`config.mk`:
```
export PLATFORM = sky130hd
export DESIGN_NAME = asle_ctrl
export DESIGN_NICKNAME = d
export VERILOG_FILES = /design/src/rtl/core/asle_pkg.sv /design/src/rtl/core/asle_ctrl.sv
export VERILOG_INCLUDE_DIRS = /design/src /design/src/rtl/core
export SDC_FILE = /design/constraint.sdc
export NUM_CORES = 1
export LEC_CHECK = 0
export BUFFER_PORTS_ARGS = -buffer_cell sky130_fd_sc_hd__buf_2
export CORE_AREA = 8 8 45 47
export CTS_BUF_LIST = sky130_fd_sc_hd__clkbuf_16
export DETAILED_ROUTE_END_ITERATION = 7
export DIE_AREA = 0 0 53 55
export PLACE_DENSITY = 0.37
export SYNTH_ARGS = -nofsm -noshare
export SYNTH_HDL_FRONTEND = slang
export SYNTH_SLANG_ARGS = --single-unit
```
`constraint.sdc`:
```
create_clock -name clk -period 1.5 [get_ports clk]
set_clock_uncertainty 0.15 [all_clocks]
set_input_delay 0.15 -clock clk [delete_from_list [all_inputs] [get_ports clk]]
set_output_delay 0.15 -clock clk [all_outputs]
set_load 0.05 [all_outputs]
```
`src/rtl/core/angle_speed_lowpass_estimator_macros.svh`:
```
// assertion macros used by the estimator controller
`ifndef ANGLE_SPEED_LOWPASS_ESTIMATOR_MACROS_SVH
`define ANGLE_SPEED_LOWPASS_ESTIMATOR_MACROS_SVH

// same-cycle implication, checked on clk, off during reset
`define ASLE_ASSERT_NOW(label, ante, cons, msg) \
    label: assert property (@(posedge clk) disable iff (!rst_n) (ante) |-> (cons)) \
        else $error(msg);

// next-cycle implication, checked on clk, off during reset
`define ASLE_ASSERT_NEXT(label, ante, cons, msg) \
    label: assert property (@(posedge clk) disable iff (!rst_n) (ante) |=> (cons)) \
        else $error(msg);

`endif

```
`src/rtl/core/asle_pkg.sv`:
```
// package: widths, register codes, reset values, command types and helpers
`timescale 1ns / 1ps

package asle_pkg;

    // angle and speed widths
    localparam int ANGLE_BITS = 15;
    localparam int DIFF_W     = ANGLE_BITS + 1;
    localparam int SPEED_W    = 24;
    localparam int COEF_W     = 18;
    localparam int SCALE_W    = 24;

    // configuration port
    localparam int CFG_W     = 24;
    localparam int CFG_IDX_W = 2;
    localparam logic [CFG_IDX_W-1:0] CFG_COEF_NEW    = 2'd0;
    localparam logic [CFG_IDX_W-1:0] CFG_COEF_OLD    = 2'd1;
    localparam logic [CFG_IDX_W-1:0] CFG_SPEED_SCALE = 2'd2;

    localparam logic [COEF_W-1:0]  COEF_NEW_RST    = 18'd7749;
    localparam logic [COEF_W-1:0]  COEF_OLD_RST    = 18'd123323;
    localparam logic [SCALE_W-1:0] SPEED_SCALE_RST = 24'd120000;

    // shared multiplier and accumulator
    localparam int MUL_W     = 25;
    localparam int PROD_W    = 2 * MUL_W;
    localparam int ACC_W     = PROD_W + 1;
    localparam int X_FRAC    = 8;
    localparam int COEF_FRAC = 17;

    localparam logic [1:0] MUL_SEL_SCALE = 2'd0;
    localparam logic [1:0] MUL_SEL_NEW   = 2'd1;
    localparam logic [1:0] MUL_SEL_OLD   = 2'd2;

    localparam logic signed [ACC_W-1:0] SPD_HI = ACC_W'((64'sd1 <<< (SPEED_W - 1)) - 64'sd1);
    localparam logic signed [ACC_W-1:0] SPD_LO = ACC_W'(-(64'sd1 <<< (SPEED_W - 1)));

    // controller to datapath
    typedef struct packed {
        logic       take;
        logic       mul_en;
        logic [1:0] mul_sel;
        logic       x_en;
        logic       acc_en;
        logic       fin;
    } asle_cmd_t;

    // datapath to controller
    typedef struct packed {
        logic have_prior;
        logic out_free;
    } asle_status_t;

    // clamp a wide signed value to the speed range
    function automatic logic signed [SPEED_W-1:0] sat_speed(input logic signed [ACC_W-1:0] v);
        logic signed [ACC_W-1:0] r;
        if (v > SPD_HI)
        begin
            r = SPD_HI;
        end
        else if (v < SPD_LO)
        begin
            r = SPD_LO;
        end
        else
        begin
            r = v;
        end
        return r[SPEED_W-1:0];
    endfunction

endpackage

```
`src/rtl/core/asle_ctrl.sv`:
```
// controller: sequences one angle word through the shared multiplier
`timescale 1ns / 1ps
`include "angle_speed_lowpass_estimator_macros.svh"

module asle_ctrl
    import asle_pkg::*;
(
    input  logic         clk,
    input  logic         rst_n,
    input  logic         in_valid,
    output logic         in_ready,
    input  asle_status_t status,
    output asle_cmd_t    cmd
);

    localparam logic [2:0] ST_IDLE  = 3'd0;
    localparam logic [2:0] ST_MUL_P = 3'd1;
    localparam logic [2:0] ST_SAT_X = 3'd2;
    localparam logic [2:0] ST_MUL_N = 3'd3;
    localparam logic [2:0] ST_MUL_O = 3'd4;
    localparam logic [2:0] ST_FIN   = 3'd5;

    logic [2:0] state_reg;
    logic [2:0] state_next;
    logic       take;

    assign in_ready = (state_reg == ST_IDLE);
    assign take     = in_valid && in_ready;

    // next state and commands
    always_comb
    begin
        state_next  = state_reg;
        cmd         = '0;
        cmd.mul_sel = MUL_SEL_SCALE;
        case (state_reg)
            ST_IDLE:
            begin
                cmd.take = take;
                if (take)
                begin
                    // first word only records the angle
                    state_next = status.have_prior ? ST_MUL_P : ST_FIN;
                end
            end
            ST_MUL_P:
            begin
                cmd.mul_en  = 1'b1;
                cmd.mul_sel = MUL_SEL_SCALE;
                state_next  = ST_SAT_X;
            end
            ST_SAT_X:
            begin
                cmd.x_en   = 1'b1;
                state_next = ST_MUL_N;
            end
            ST_MUL_N:
            begin
                cmd.mul_en  = 1'b1;
                cmd.mul_sel = MUL_SEL_NEW;
                state_next  = ST_MUL_O;
            end
            ST_MUL_O:
            begin
                cmd.mul_en  = 1'b1;
                cmd.mul_sel = MUL_SEL_OLD;
                cmd.acc_en  = 1'b1;
                state_next  = ST_FIN;
            end
            ST_FIN:
            begin
                // wait for room in the output register
                if (status.out_free)
                begin
                    cmd.fin    = 1'b1;
                    state_next = ST_IDLE;
                end
            end
            default:
            begin
                state_next = ST_IDLE;
            end
        endcase
    end

    // state register
    always_ff @(posedge clk or negedge rst_n)
    begin
        if (!rst_n)
        begin
            state_reg <= ST_IDLE;
        end
        else
        begin
            state_reg <= state_next;
        end
    end

    `ASLE_ASSERT_NEXT(a_take_leaves_idle, take, state_reg != ST_IDLE, "accepted word did not start")
    `ASLE_ASSERT_NEXT(a_fin_holds, (state_reg == ST_FIN) && !status.out_free, state_reg == ST_FIN, "result dropped while output full")
    `ASLE_ASSERT_NOW(a_mul_p_from_idle, state_reg == ST_MUL_P, $past(state_reg) == ST_IDLE, "scale multiply entered out of order")
    `ASLE_ASSERT_NOW(a_fin_only_when_free, cmd.fin, status.out_free, "result written over waiting word")

endmodule

```
==> metrics.yaml <==
sta:
  hold_violations: 0
  timing.fmax_ghz: 0.672
  finalMaxSlewViolations: 0
  min_period_over_period: 0.991
  slew_headroom: 0.833
  rsz0062_at_grt: "true"
  setup_slack_ns: 0.0129
  setup_violations: 0
  tightest_slew_ns: 0.252
  min_period_ns: 1.49
layout:
  nNetsFinal: 49
  largest_register_ffs: 3
  finalInstanceArea_sq_um: 469
  syn_to_final_growth_pct: 109
  drive_gt1_frac: 0.721
  final_cell_mix: "buf_4, buf_2, clkbuf_16, buf_6, dfrtp_2"
  n_antenna_cell: 0
  final_util: 0.339
  mostFrequentLayoutCell: "buf_4"
  final_cells: 59
route:
  ant_nets: 0
  finalWirelength_um: 698
  vias_per_cell: 4.08
  drtIter0Drc: 5
  vias: 241
  wl_per_cell_um: 11.8
  dr.pass1.iters: 4
  drc: 0
clock_tree:
  root_buffer: "clkbuf_16"
  htreeDepth: 1
  cts_tree: "done"
  cts_inserted_buffers: 3
  clk_latency_ns: 0.22
  clk_path_buf_depth: 2
  clk_pin_slew_ns: 0.03
  cts.sinks: 3
setup_path:
  worstSetupStartpointType: "register"
  r2r_slack_ns: 0.04
  worstPathRequired_ns: 1.20
  endpoint_kind: "output pin"
  crit_path_max_fanout: 7
  path_class: "reg -> out"
  arrival_ns: 1.19
synthesis:
  syn_inst: 24
  synth_seq_area_share: 0.335
  synth-seq-cells: 3
  synth.top_cell.area_share: 0.335
  syn_area_sq_um: 224
  syn_nets: 29
  ys_top_cells_by_area: "dfrtp_1, buf_4, and4b_2"
  yosysTopAreaCell: "dfrtp_1"
  synth_area_per_cell_sq_um: 9.33
  synth_cell_types: 18
  ys_warn_count: 0
floorplan:
  die_h_um: 55
  die_x_um: 53
  ios: 13
  die-area_sq_um: 2920
  num_rows: 14
  initial_core_util: 0.162
  core_sq_um: 1380
placement:
  placed_area_sq_um: 290
  io_buffers: 12
  pre_cts_slack_ns: 0.0591
  gp_congestion: 0.663
  dp_hpwl_um: 439
  dp_cells: 48
global_route:
  grt_pass1_vias: 233
  grtUsageTotal: 0.0487
  grt_pass1_wl_um: 979
  grt_max_degree: 10
  antenna_found_initial: 0
  grt_overflow_total: 0
outcome:
  status: "finished, final reports clean"
hold_path:
  min_path_type: "in -> reg"
flow_run:
  cap_violations: 0
[critical path, cell delays in order, from the launching register on]
cell	delay, ns
dfrtp_2	0.46
nor3_4	0.21
and2_4	0.16
buf_8	0.14
[cell families after synthesis]
kind of cell           Yosys count  share of synthesized area
AO/OA/AOI/OAI                    3                      0.112
XOR/XNOR                         1                     0.0391
buffers and inverters            5                      0.156
multiplexers                     1                     0.0503
AND/OR/NAND/NOR                 11                      0.307
flip-flops                       3                      0.335
[final timing paths]
path	from	endpoint	depth (start not counted)
worst min-delay path	status[0]	state_reg[0]	3
worst max register to register	state_reg[2]	state_reg[2]	4
worst min register to register	state_reg[0]	state_reg[0]	1
min in group asynchronous	rst_n	state_reg[0]	2
worst max-delay path	state_reg[2]	cmd[6]	3
max in group asynchronous	rst_n	state_reg[2]	2
[routing by layer]
| layer | global-route usage | vias up | part of all wire |
|---|---|---|---|
| met5 | 0 | - | 0 |
| met4 | 0.0647 | 0 | 0 |
| met3 | 0.0187 | 0 | 0.053 |
| met2 | 0.0801 | 6 | 0.63 |
| met1 | 0.0396 | 116 | 0.31 |
| li1 | - | 119 | - |
[stage by stage]
stage               hold WS, ns  setup TNS [ns]
global placement         -0.204               0
floorplan                -0.296          -0.298
CTS                       0.109         -0.0229
global route              0.141         -0.0558
detailed placement       -0.204               0
finish                    0.107               0
[final cells by class]
class,count,area (sq um)
fill,141,915
timing repair buffer,19,146
multi-input combinational,16,141
sequential,3,78.8
clock buffer,3,75.1
tap,16,20.0
clock inverter,1,3.75
inverter,1,3.75
[synthesized netlist by cell type]
master and n:
xnor2_1 1, buf_4 2, a21o_1 1, nor3b_1 1, and2_1 1, inv_1 1
and3b_1 1, and2_2 1, dfrtp_1 3, nor2_1 3, nor3_1 2, nand2b_1 1
and4b_2 1, buf_6 1, buf_2 1, mux2_2 1, a211o_1 1, a221oi_1 1
[repair_timing]
action                                  in CTS  in global routing
endpoints found under the setup margin       8                  7
buffers inserted                             2                  4
pin swaps                                    1                  0
endpoints found under the hold margin        3                  0
hold buffers                                 1                  0
resized for setup                           12                  5
Power is not shown: default switching activity piles up to over one toggle a cycle in this logic, so the estimate is an artifact.
